===== src/hw/rtl/lcwf_pkg.sv =====
`timescale 1ns / 1ps
// Shared constants, types and helper functions for the LED colour wheel fader.
package lcwf_pkg;

  // Strip geometry and brightness limits
  localparam int PIXEL_COUNT  = 16;
  localparam int MAX_LEVEL    = 255;
  localparam int MIN_LEVEL    = 32;
  localparam int LEVEL_STEP   = (MAX_LEVEL - MIN_LEVEL) / PIXEL_COUNT;
  localparam int BRIGHT_RESET = 128;
  localparam int WHEEL_SIZE   = 6;

  // Field widths
  localparam int LEVEL_W   = 8;
  localparam int COLOUR_W  = 24;
  localparam int COUNT_W   = 5;
  localparam int CFG_IDX_W = 3;

  // Ceiling reciprocal of the step, exact for any 8-bit dividend with a 16-bit shift
  localparam int RECIP_SHIFT = 16;
  localparam int LIT_RECIP   = (2 ** RECIP_SHIFT + LEVEL_STEP - 1) / LEVEL_STEP;

  typedef logic [LEVEL_W-1:0]   level_t;
  typedef logic [COLOUR_W-1:0]  colour_t;
  typedef logic [CFG_IDX_W-1:0] wheel_idx_t;
  typedef logic [COUNT_W-1:0]   count_t;

  // Reset wheel: red, yellow, green, cyan, blue, magenta
  localparam colour_t WHEEL_RESET [WHEEL_SIZE] = '{
    24'hFF0000, 24'hFFFF00, 24'h00FF00, 24'h00FFFF, 24'h0000FF, 24'hFF00FF
  };

  // Fade stage output towards the scaling stage
  typedef struct packed {
    logic   bar;
    level_t brightness;
    level_t red;
    level_t green;
    level_t blue;
  } fade_t;

  // One unit towards the target
  function automatic level_t step_toward(level_t v, level_t t);
    if (v < t) begin
      return v + level_t'(1);
    end else if (v > t) begin
      return v - level_t'(1);
    end
    return v;
  endfunction

  // Wheel position read modulo the wheel size
  function automatic wheel_idx_t wheel_pos(wheel_idx_t idx);
    if (idx >= wheel_idx_t'(WHEEL_SIZE)) begin
      return idx - wheel_idx_t'(WHEEL_SIZE);
    end
    return idx;
  endfunction

  // Next wheel position, wrapping at the end
  function automatic wheel_idx_t wheel_next(wheel_idx_t idx);
    if (idx == wheel_idx_t'(WHEEL_SIZE - 1)) begin
      return '0;
    end
    return idx + wheel_idx_t'(1);
  endfunction

  // Exact floor(x / 255) for a product of two 8-bit values
  function automatic level_t div255(logic [2*LEVEL_W-1:0] x);
    logic [2*LEVEL_W:0] s;
    s = {1'b0, x} + (2*LEVEL_W+1)'(x[2*LEVEL_W-1:LEVEL_W]) + (2*LEVEL_W+1)'(1);
    return s[2*LEVEL_W-1:LEVEL_W];
  endfunction

  // Bar length for a brightness level, saturated at the pixel count
  function automatic count_t lit_count(level_t b);
    level_t                          off;
    logic [LEVEL_W+RECIP_SHIFT:0]    prod;
    logic [LEVEL_W:0]                cnt;
    off  = '0;
    prod = '0;
    if (b < level_t'(MIN_LEVEL)) begin
      cnt = (LEVEL_W+1)'(1);
    end else begin
      off  = b - level_t'(MIN_LEVEL);
      prod = (LEVEL_W+RECIP_SHIFT+1)'(off) * (LEVEL_W+RECIP_SHIFT+1)'(LIT_RECIP);
      cnt  = prod[LEVEL_W+RECIP_SHIFT:RECIP_SHIFT] + (LEVEL_W+1)'(1);
    end
    if (cnt > (LEVEL_W+1)'(PIXEL_COUNT)) begin
      cnt = (LEVEL_W+1)'(PIXEL_COUNT);
    end
    return cnt[COUNT_W-1:0];
  endfunction

endpackage


===== src/hw/rtl/lcwf_in_if.sv =====
`timescale 1ns / 1ps
// Tick request channel carrying the two button levels.
interface lcwf_in_if;
  logic valid;
  logic ready;
  logic up_button;
  logic down_button;

  modport source (output valid, output up_button, output down_button, input ready);
  modport sink   (input valid, input up_button, input down_button, output ready);
endinterface


===== src/hw/rtl/lcwf_out_if.sv =====
`timescale 1ns / 1ps
// Result request channel carrying the pixel drive values.
interface lcwf_out_if;
  logic       valid;
  logic       ready;
  logic       bar_mode;
  logic [7:0] red;
  logic [7:0] green;
  logic [7:0] blue;
  logic [4:0] lit_count;

  modport source (output valid, output bar_mode, output red, output green, output blue,
                  output lit_count, input ready);
  modport sink   (input valid, input bar_mode, input red, input green, input blue,
                  input lit_count, output ready);
endinterface


===== src/hw/rtl/lcwf_fade.sv =====
`timescale 1ns / 1ps
// Button edge detection, brightness stepping and colour fade state.
module lcwf_fade (
  input  logic                clk,
  input  logic                rst,
  lcwf_in_if.sink             tick,
  input  lcwf_pkg::colour_t   wheel [lcwf_pkg::WHEEL_SIZE],
  output logic                s1_valid,
  output lcwf_pkg::fade_t     s1_data,
  input  logic                s1_ready
);
  import lcwf_pkg::*;

  logic       prev_up;
  logic       prev_down;
  level_t     brightness;
  level_t     cur_red;
  level_t     cur_green;
  level_t     cur_blue;
  wheel_idx_t target_index;

  logic       take;
  logic       up_rise;
  logic       down_rise;
  logic       held;
  level_t     brightness_next;
  wheel_idx_t pos;
  wheel_idx_t pos_next;
  colour_t    tgt_cur;
  colour_t    tgt;
  logic       at_target;
  level_t     red_next;
  level_t     green_next;
  level_t     blue_next;

  // Accept a request whenever the stage register is free or draining
  assign tick.ready = !s1_valid || s1_ready;
  assign take       = tick.valid && tick.ready;

  // Edges and brightness step; a raise refused at the ceiling falls back to a lower
  always_comb begin
    up_rise         = tick.up_button && !prev_up;
    down_rise       = tick.down_button && !prev_down;
    held            = tick.up_button || tick.down_button;
    brightness_next = brightness;
    if (up_rise && brightness <= level_t'(MAX_LEVEL - LEVEL_STEP)) begin
      brightness_next = brightness + level_t'(LEVEL_STEP);
    end else if (down_rise && brightness >= level_t'(MIN_LEVEL + LEVEL_STEP)) begin
      brightness_next = brightness - level_t'(LEVEL_STEP);
    end
  end

  // Target selection and one-unit fade step
  always_comb begin
    pos        = wheel_pos(target_index);
    tgt_cur    = wheel[pos];
    at_target  = {cur_red, cur_green, cur_blue} == tgt_cur;
    pos_next   = at_target ? wheel_next(pos) : pos;
    tgt        = wheel[pos_next];
    red_next   = step_toward(cur_red,   tgt[23:16]);
    green_next = step_toward(cur_green, tgt[15:8]);
    blue_next  = step_toward(cur_blue,  tgt[7:0]);
  end

  // State update on each accepted tick; fade holds while a button is down
  always_ff @(posedge clk) begin
    if (rst) begin
      prev_up      <= 1'b0;
      prev_down    <= 1'b0;
      brightness   <= level_t'(BRIGHT_RESET);
      cur_red      <= '0;
      cur_green    <= '0;
      cur_blue     <= level_t'(MAX_LEVEL);
      target_index <= '0;
    end else if (take) begin
      prev_up    <= tick.up_button;
      prev_down  <= tick.down_button;
      brightness <= brightness_next;
      if (!held) begin
        cur_red      <= red_next;
        cur_green    <= green_next;
        cur_blue     <= blue_next;
        target_index <= pos_next;
      end
    end
  end

  // Stage register valid
  always_ff @(posedge clk) begin
    if (rst) begin
      s1_valid <= 1'b0;
    end else if (take) begin
      s1_valid <= 1'b1;
    end else if (s1_ready) begin
      s1_valid <= 1'b0;
    end
  end

  // Stage register payload
  always_ff @(posedge clk) begin
    if (take) begin
      s1_data.bar        <= held;
      s1_data.brightness <= brightness_next;
      s1_data.red        <= red_next;
      s1_data.green      <= green_next;
      s1_data.blue       <= blue_next;
    end
  end

endmodule


===== src/hw/rtl/lcwf_scale.sv =====
`timescale 1ns / 1ps
// Brightness scaling, bar length and result register.
module lcwf_scale (
  input  logic            clk,
  input  logic            rst,
  input  logic            s1_valid,
  input  lcwf_pkg::fade_t s1_data,
  output logic            s1_ready,
  lcwf_out_if.source      result
);
  import lcwf_pkg::*;

  logic                   out_valid;
  logic                   out_bar;
  level_t                 out_red;
  level_t                 out_green;
  level_t                 out_blue;
  count_t                 out_lit;

  logic                   load;
  logic [2*LEVEL_W-1:0]   prod_red;
  logic [2*LEVEL_W-1:0]   prod_green;
  logic [2*LEVEL_W-1:0]   prod_blue;
  level_t                 red_next;
  level_t                 green_next;
  level_t                 blue_next;
  count_t                 lit_next;

  assign s1_ready = !out_valid || result.ready;
  assign load     = s1_valid && s1_ready;

  // Colour times brightness / 255, or white at the brightness level in bar mode
  always_comb begin
    prod_red   = (2*LEVEL_W)'(s1_data.red)   * (2*LEVEL_W)'(s1_data.brightness);
    prod_green = (2*LEVEL_W)'(s1_data.green) * (2*LEVEL_W)'(s1_data.brightness);
    prod_blue  = (2*LEVEL_W)'(s1_data.blue)  * (2*LEVEL_W)'(s1_data.brightness);
    if (s1_data.bar) begin
      red_next   = s1_data.brightness;
      green_next = s1_data.brightness;
      blue_next  = s1_data.brightness;
      lit_next   = lit_count(s1_data.brightness);
    end else begin
      red_next   = div255(prod_red);
      green_next = div255(prod_green);
      blue_next  = div255(prod_blue);
      lit_next   = count_t'(PIXEL_COUNT);
    end
  end

  // Result valid
  always_ff @(posedge clk) begin
    if (rst) begin
      out_valid <= 1'b0;
    end else if (load) begin
      out_valid <= 1'b1;
    end else if (result.ready) begin
      out_valid <= 1'b0;
    end
  end

  // Result payload
  always_ff @(posedge clk) begin
    if (load) begin
      out_bar   <= s1_data.bar;
      out_red   <= red_next;
      out_green <= green_next;
      out_blue  <= blue_next;
      out_lit   <= lit_next;
    end
  end

  assign result.valid     = out_valid;
  assign result.bar_mode  = out_bar;
  assign result.red       = out_red;
  assign result.green     = out_green;
  assign result.blue      = out_blue;
  assign result.lit_count = out_lit;

endmodule


===== src/hw/rtl/led_colour_wheel_fader.sv =====
`timescale 1ns / 1ps
// Top level of the LED colour wheel fader: wheel registers and the two-stage pipeline.
//
// One tick request is taken per clock when the result side is not stalled; each
// produces exactly one result. The first stage holds the button history, brightness
// and fading colour, updating history and brightness on every accepted tick and the
// colour only while no button is held; the second stage scales it by brightness / 255
// with one 8x8 product per channel, or forms the white brightness bar while a button
// is held. The user writes the six wheel colours via the cfg port while no request
// is in flight, not enforced by the block; writes to indexes above five are dropped.
module led_colour_wheel_fader (
  input  logic                       clk,
  input  logic                       rst,
  input  logic                       cfg_we,
  input  lcwf_pkg::wheel_idx_t       cfg_index,
  input  lcwf_pkg::colour_t          cfg_data,
  lcwf_in_if.sink                    tick,
  lcwf_out_if.source                 result
);
  import lcwf_pkg::*;

  colour_t wheel [WHEEL_SIZE];
  logic    s1_valid;
  fade_t   s1_data;
  logic    s1_ready;

  // Wheel colour registers
  always_ff @(posedge clk) begin
    if (rst) begin
      wheel <= WHEEL_RESET;
    end else if (cfg_we && cfg_index < wheel_idx_t'(WHEEL_SIZE)) begin
      wheel[cfg_index] <= cfg_data;
    end
  end

  lcwf_fade u_fade (
    .clk      (clk),
    .rst      (rst),
    .tick     (tick),
    .wheel    (wheel),
    .s1_valid (s1_valid),
    .s1_data  (s1_data),
    .s1_ready (s1_ready)
  );

  lcwf_scale u_scale (
    .clk      (clk),
    .rst      (rst),
    .s1_valid (s1_valid),
    .s1_data  (s1_data),
    .s1_ready (s1_ready),
    .result   (result)
  );

`ifndef SYNTH
  // An accepted tick always lands in the first stage
  a_tick_lands: assert property (@(posedge clk) disable iff (rst)
    (tick.valid && tick.ready) |=> s1_valid)
    else $error("accepted tick not held in first stage");

  // A first-stage entry with a free or draining result register moves on next cycle
  a_stage_moves: assert property (@(posedge clk) disable iff (rst)
    (s1_valid && s1_ready) |=> result.valid)
    else $error("first stage entry lost");

  // Bar mode shows white
  a_bar_white: assert property (@(posedge clk) disable iff (rst)
    (result.valid && result.bar_mode) |->
      (result.red == result.green && result.green == result.blue))
    else $error("bar mode colour not white");

  // Fade mode lights the whole strip
  a_fade_full: assert property (@(posedge clk) disable iff (rst)
    (result.valid && !result.bar_mode) |-> (result.lit_count == count_t'(PIXEL_COUNT)))
    else $error("fade mode lit count wrong");
`endif

endmodule

===== src/flat_wrapper.sv =====
// flat-port wrapper written by rule: the top's interface ports become plain ports
module led_colour_wheel_fader_flat import lcwf_pkg::*;
  (clk, rst, cfg_we, cfg_index, cfg_data, tick_valid, tick_up_button, tick_down_button, tick_ready, result_valid, result_bar_mode, result_red, result_green, result_blue, result_lit_count, result_ready);
  lcwf_in_if tick_i ();
  lcwf_out_if result_i ();
  input  logic clk;
  input  logic rst;
  input  logic cfg_we;
  input  lcwf_pkg::wheel_idx_t cfg_index;
  input  lcwf_pkg::colour_t cfg_data;
  input wire logic [$bits(tick_i.valid)-1:0] tick_valid;
  input wire logic [$bits(tick_i.up_button)-1:0] tick_up_button;
  input wire logic [$bits(tick_i.down_button)-1:0] tick_down_button;
  output wire logic [$bits(tick_i.ready)-1:0] tick_ready;
  output wire logic [$bits(result_i.valid)-1:0] result_valid;
  output wire logic [$bits(result_i.bar_mode)-1:0] result_bar_mode;
  output wire logic [$bits(result_i.red)-1:0] result_red;
  output wire logic [$bits(result_i.green)-1:0] result_green;
  output wire logic [$bits(result_i.blue)-1:0] result_blue;
  output wire logic [$bits(result_i.lit_count)-1:0] result_lit_count;
  input wire logic [$bits(result_i.ready)-1:0] result_ready;
  assign tick_i.valid = tick_valid;
  assign tick_i.up_button = tick_up_button;
  assign tick_i.down_button = tick_down_button;
  assign tick_ready = tick_i.ready;
  assign result_valid = result_i.valid;
  assign result_bar_mode = result_i.bar_mode;
  assign result_red = result_i.red;
  assign result_green = result_i.green;
  assign result_blue = result_i.blue;
  assign result_lit_count = result_i.lit_count;
  assign result_i.ready = result_ready;
  led_colour_wheel_fader u_core (.clk(clk), .rst(rst), .cfg_we(cfg_we), .cfg_index(cfg_index), .cfg_data(cfg_data), .tick(tick_i), .result(result_i));
endmodule

===== config.mk =====
export PLATFORM = sky130hd
export DESIGN_NAME = led_colour_wheel_fader_flat
export DESIGN_NICKNAME = d
export VERILOG_FILES = /design/src/hw/rtl/lcwf_pkg.sv /design/src/hw/rtl/lcwf_in_if.sv /design/src/hw/rtl/lcwf_out_if.sv /design/src/hw/rtl/lcwf_fade.sv /design/src/hw/rtl/lcwf_scale.sv /design/src/hw/rtl/led_colour_wheel_fader.sv /design/src/flat_wrapper.sv
export SDC_FILE = /design/constraint.sdc
export NUM_CORES = 1
export LEC_CHECK = 0
export ABC_AREA = 0
export CORE_MARGIN = 2
export CORE_UTILIZATION = 45
export CTS_CLUSTER_DIAMETER = 80
export DETAILED_ROUTE_END_ITERATION = 16
export DONT_BUFFER_PORTS = 1
export GPL_TIMING_DRIVEN = 0
export PLACE_DENSITY = 0.57
export SLEW_MARGIN = 20
export SYNTH_ARGS = -nofsm -noshare
export SYNTH_HDL_FRONTEND = slang
export SYNTH_SLANG_ARGS = --single-unit
export TNS_END_PERCENT = 1

===== constraint.sdc =====
create_clock -name clk -period 8.14 [get_ports clk]
set_clock_uncertainty 0.1 [all_clocks]
set_input_delay 1.628 -clock clk [delete_from_list [all_inputs] [get_ports clk]]
set_output_delay 1.628 -clock clk [all_outputs]
set_load 0.02 [all_outputs]

==> results of run 1 <==
==> per-stage QoR <==
stage	total power [mW]	instance area [sq um]
after CTS	11.61	25910
final	11.63	26040
after detailed placement	10.10	24770
after global routing	12.91	26040
after floorplan	8.238	23880
after global placement	9.904	24750
==> timing repair <==
item | 4_1_cts | 5_1_grt
gates cloned | 0 | 0
hold endpoints to repair | 0 | 0
endpoints found under the setup margin | 46 | 25
pin swaps | 4 | 3
buffers inserted | 4 | 5
resized for setup | 25 | 34
==> worst reg2reg max path, delay by kind of cell (launching register included) <==
family	cells	cell delay (ns)
buf+inv	7	1.46
compound gates	17	2.89
simple gates	5	1.46
flops	1	0.30
mux	2	0.72
fa+ha+maj	2	0.66
xor+xnor	1	0.18
==> flip-flops by register name (all words and copies together), names as in the netlist <==
name and cells:
u_core.u_scale.result.green 8, u_core.wheel 144, u_core.u_fade.prev_up 1, u_core.u_scale.result.bar_mode 1
u_core.u_fade.s1_valid 1, u_core.u_scale.result.lit_count 5, u_core.u_scale.result.red 8, u_core.u_fade.cur_green 8
u_core.u_fade.cur_blue 8, u_core.u_fade.target_index 3, u_core.u_fade.brightness 8, u_core.u_fade.s1_data 33
u_core.u_fade.cur_red 8, u_core.u_fade.prev_down 1, u_core.u_scale.result.valid 1, u_core.u_scale.result.blue 8
==> worst min-delay path by stage <==
stage,start,end,cells after the start
after floorplan,u_core.u_fade.prev_down$_SDFFE_PP0P_,u_core.u_fade.prev_down$_SDFFE_PP0P_,2
after global placement,u_core.u_fade.prev_up$_SDFFE_PP0P_,u_core.u_fade.prev_up$_SDFFE_PP0P_,2
after detailed placement,u_core.u_fade.prev_up$_SDFFE_PP0P_,u_core.u_fade.prev_up$_SDFFE_PP0P_,2
after CTS,u_core.u_fade.prev_up$_SDFFE_PP0P_,u_core.u_fade.prev_up$_SDFFE_PP0P_,2
after global routing,u_core.u_fade.prev_down$_SDFFE_PP0P_,u_core.u_fade.prev_down$_SDFFE_PP0P_,2
final,u_core.u_fade.prev_up$_SDFFE_PP0P_,u_core.u_fade.prev_up$_SDFFE_PP0P_,2
==> final cells by class <==
class                      count  area share
clock buffer                  42     0.03296
inverter                     246     0.03546
buffer                       168     0.02815
sequential                   246      0.2133
timing repair buffer          10    0.003363
clock inverter                12    0.006534
multi-input combinational   2249      0.6472
tap                          688     0.03305
==> per-layer routing <==
metal / routed length, microns / share of wire / up-vias
met5: 0 / 0 / -
met4: 5300 / 0.063 / 0
met3: 4516 / 0.054 / 229
met2: 40280 / 0.48 / 805
met1: 33760 / 0.40 / 10390
li1: - / - / 10170
==> cells in the final DEF, fill, tap and decap left out, drive strengths merged, types with 110 or more instances in the layout <==
master,count
a21oi,193
and2,176
clkbuf,178
dfxtp,183
fa,129
ha,222
inv,249
nand2,422
nor2,153
o21ai,110
==> power breakdown <==
group / switching, mW / total, mW / internal [mW] / leakage (nW)
Combinational: 5.04 / 8.54 / 3.50 / 8.65
Sequential: 0.210 / 1.68 / 1.47 / 2.09
Clock: 0.565 / 1.40 / 0.835 / 0.501
==> cell families after synthesis <==
| kind of cell | share of synthesized area |
|---|---|
| simple gates | 0.2077 |
| compound gates | 0.1670 |
| buf+inv | 0.06737 |
| fa+ha+maj | 0.2248 |
| flops | 0.2326 |
| mux | 0.06113 |
| xor+xnor | 0.03945 |
==> metrics.cfg, run 1 <==
[run_status]
status=completed

[cells_and_area]
final.fill_count=5181
antennaDiodeCount=0
seqCellArea_sq_mm=0.005555
multi_input_area_sq_mm=0.01685
fin_cells=3661
drive_above_1_share=0.05954
final_util=0.4956
fin_nets=3336
area_delta_synth_final_pct=9.037

[yosys]
yosys-top-cells-count=422 x nand2_1, 244 x inv_1, 222 x ha_1, 193 x a21oi_1, 183 x dfxtp_1
ys_ff_latch=246
async_reset_ff_frac=0
syn-cell-area_sq_mm=0.02388
synth-edff-count=63
seq_area_frac_synth=0.2326
synth_flop_cell=dfxtp_1
syn_inst=2910
synth_top_area_frac=0.1534
synth.most_common_cell=nand2_1
ys_types=75
synth.area.top_cells=dfxtp_1 15%, ha_1 12%, fa_1 11%
avgSynthCellArea_sq_um=8.208
yosysWarningCount=0
synth_largest_area_cell=dfxtp_1
syn_nets=3295

[timing]
layout_setup_ws_ns=0.2558
max-slew-margin-rel=0.2360
fin_tns_setup_ns=0
fmax_ghz=0.1268
slew_viol_final=0
final_hold_viol_count=0
rsz0062_at_grt=yes
whs_ns=0.3490
setup_violations=0
period_share=0.9686
post-route-min-period_ns=7.884
worst_pin_slew_ns=1.146

[cts]
clockBufferDepth=3
clock_latency_ns=0.60
clock-sinks=246
htreeDepth=1
numCtsBuffers=30
path_clk_slew_ns=0.06
cts_tree=built
ctsHoldBuffers=0
root_buffer=clkbuf_16

[drt]
first_pass_iters=6
drt-total-wl_microns=83860
num_vias=21590
drt_iter0_markers=1735
wl_per_cell_microns=22.91
routed_via_density=5.897
ant_nets=0
drc=0

[grt]
grt_pass1_wl_microns=128500
track_usage=0.3075
grtUsageMet3=0.03429
met1_usage=0.3690
met2_usage=0.5365
top_usage_layer=met2
grt_pass1_vias=21660
grt_antenna_before_repair=0
grt.overflow.total=0
grt_max_degree=40

[job]
maxCapViolations=0

[setup_path]
critical_path.max_fanout=10
cp_top_family=compound AO/OA/AOI/OAI gates
cp.required_ns=8.51
r2r_end=u_core.u_fade.cur_green[7]$_SDFFE_PP0P_
worstSetupPathType=reg -> reg
slowest_stage=or4_4
r2r_slack_ns=0.26
crit_arrival_ns=8.26
end_kind=register
reg2reg_depth=34
cpMostUsedCell=o21a_1
worst_setup_path_start_kind=register
r2r_start=u_core.u_fade.target_index[0]$_SDFFE_PP0P_
cpPeakStageDelay_ns=0.55
crit_end=u_core.u_fade.cur_green[7]$_SDFFE_PP0P_
crit_buf_inv=7
worst-path-stages=34
critPathLaunch=u_core.u_fade.target_index[0]$_SDFFE_PP0P_

[die]
row_count=84
core_sq_mm=0.05255
die_h_microns=234.4
start_util=0.4545
die-width_microns=234.4
io-pin-count=66
dieArea_sq_mm=0.05493

[place]
gp_congestion=0.9778
dp_hpwl_microns=67270
port_buffers=0
dp_slack_ns=-1.204
placed_cells=3599

[power_and_ir_drop]
power_density_mw_per_mm2=446.4
p_leak_nw=11.25
ir_drop_mv=0.4883

[min_path]
hold_class=reg -> reg

(Power assumes the default switching activity.)
==> run 2, diff against run 1 <==
- CELL_PAD_IN_SITES_DETAIL_PLACEMENT: unset -> 0
- CELL_PAD_IN_SITES_GLOBAL_PLACEMENT: unset -> 2
- CORE_UTILIZATION: 45 -> 41
- PLACE_DENSITY: 0.57 -> 0.8
==> metrics.cfg, run 2 (synthesis results as in run 1) <==
[run_status]
status=completed

[setup_path]
critical_path.max_fanout=10
worst_setup_path_start_kind=register
slowest_stage=or4_1
end_kind=register
crit_arrival_ns=8.35
worstSetupPathType=reg -> reg
cp.required_ns=8.53
reg2reg_depth=34
cpPeakStageDelay_ns=0.54

[cells_and_area]
largest_registers=u_core.wheel: 144 flops, u_core.u_fade.s1_data: 33 flops
antennaDiodeCount=0
final_util=0.4521
top_register=u_core.wheel
final.fill_count=5870
drive_above_1_share=0.05823
seqCellArea_sq_mm=0.005555
design_area_sq_mm=0.02608
multi_input_area_sq_mm=0.01687
layout_common_cells=419 x nand2_1, 243 x inv_1, 222 x ha_1, 191 x a21oi_1, 183 x dfxtp_1
fin_nets=3332
largest_register_ffs=144
final_common_cell=nand2_1
area_delta_synth_final_pct=9.204

[timing]
rsz0062_at_grt=yes
slew_viol_final=0
max-slew-margin-rel=0.2324
layout_setup_ws_ns=0.1730
post-route-min-period_ns=7.967
fmax_ghz=0.1255
period_share=0.9787
worst_pin_slew_ns=1.151
final_hold_viol_count=0
setup_violations=0

[cts]
numCtsBuffers=30
cts_tree=built
clockBufferDepth=3
clock_latency_ns=0.62
clock-sinks=246
htreeDepth=1
root_buffer=clkbuf_16
ctsHoldBuffers=0
path_clk_slew_ns=0.06

[place]
placed_area_sq_mm=0.02487
dp_hpwl_microns=69570
port_buffers=0
gp_congestion=0.9442
dp_slack_ns=-1.322

[power_and_ir_drop]
p_leak_nw=11.22
ir_drop_mv=0.8891
power_density_mw_per_mm2=449.5

[drt]
first_pass_iters=5
ant_nets=0
num_vias=21360
drt_iter0_markers=1453
drc=0
routed_via_density=5.717
wl_per_cell_microns=23.16
drt-total-wl_microns=86540

[grt]
track_usage=0.2840
grt_max_degree=40
grt_pass1_vias=21140
grt.overflow.total=0
grt_pass1_wl_microns=129900
grt_antenna_before_repair=0

[die]
row_count=88
start_util=0.4140
core_sq_mm=0.05770
die_h_microns=245.4
io-pin-count=66
die-width_microns=245.4
dieArea_sq_mm=0.06020

[job]
maxCapViolations=0

[min_path]
hold_class=reg -> reg
hold_depth=2

-- run 2: area by class of cell --
cell class / instances / area share
clock inverters: 13 / 0.005277
plain buffers: 169 / 0.02835
repair buffers: 5 / 0.001919
flip-flops and latches: 246 / 0.2130
well taps: 765 / 0.03670
multi-input cells: 2249 / 0.6467
inverters: 246 / 0.03540
clock buffers: 43 / 0.03262
-- run 2: through the flow --
stage               cells  TNS, ns  hold slack (ns)  power, mW
floorplan            2910        0           0.3311      8.238
global placement     3675   -24.70           0.3396      10.10
detailed placement   3676   -23.95           0.3544      10.23
CTS                  3736        0           0.3626      11.68
global route         3736  -0.3977           0.3886      13.02
finish               3736        0           0.3592      11.72
-- run 2: layer usage --
metal / track usage / wire [microns] / up-vias
li1: - / - / 10170
met1: 0.3435 / 35820 / 10310
met2: 0.5109 / 42450 / 704
met3: 0.02586 / 3901 / 179
met4: 0.1262 / 4372 / 0
met5: 0 / 0 / -
-- run 2: critical path, delay by kind of cell (launching register included) --
kind | cells | cell delay [ns]
compound gates | 17 | 3.18
xor+xnor | 1 | 0.18
fa+ha+maj | 2 | 0.65
buf+inv | 8 | 1.73
flops | 1 | 0.32
mux | 2 | 0.70
simple gates | 4 | 0.93
-- run 2: worst paths after layout --
path,slack (ns),startpoint,endpoint
max,0.17,u_core.u_fade.target_index[0]$_SDFFE_PP0P_,u_core.u_fade.cur_red[7]$_SDFFE_PP0P_
min,0.36,u_core.u_fade.prev_down$_SDFFE_PP0P_,u_core.u_fade.prev_down$_SDFFE_PP0P_
max reg2reg,0.17,u_core.u_fade.target_index[0]$_SDFFE_PP0P_,u_core.u_fade.cur_red[7]$_SDFFE_PP0P_
min reg2reg,0.36,u_core.u_fade.prev_down$_SDFFE_PP0P_,u_core.u_fade.prev_down$_SDFFE_PP0P_
-- run 2: timing repair --
action	in CTS	in global routing
setup endpoints to repair	47	28
pin swaps	4	3
cloned	0	0
gates resized for setup	28	34
setup buffers	4	0
-- run 2: power breakdown --
| group | internal [mW] | leakage [nW] | switching, mW |
|---|---|---|---|
| Combinational | 3.51 | 8.64 | 5.18 |
| Clock | 0.767 | 0.487 | 0.579 |
| Sequential | 1.47 | 2.09 | 0.218 |
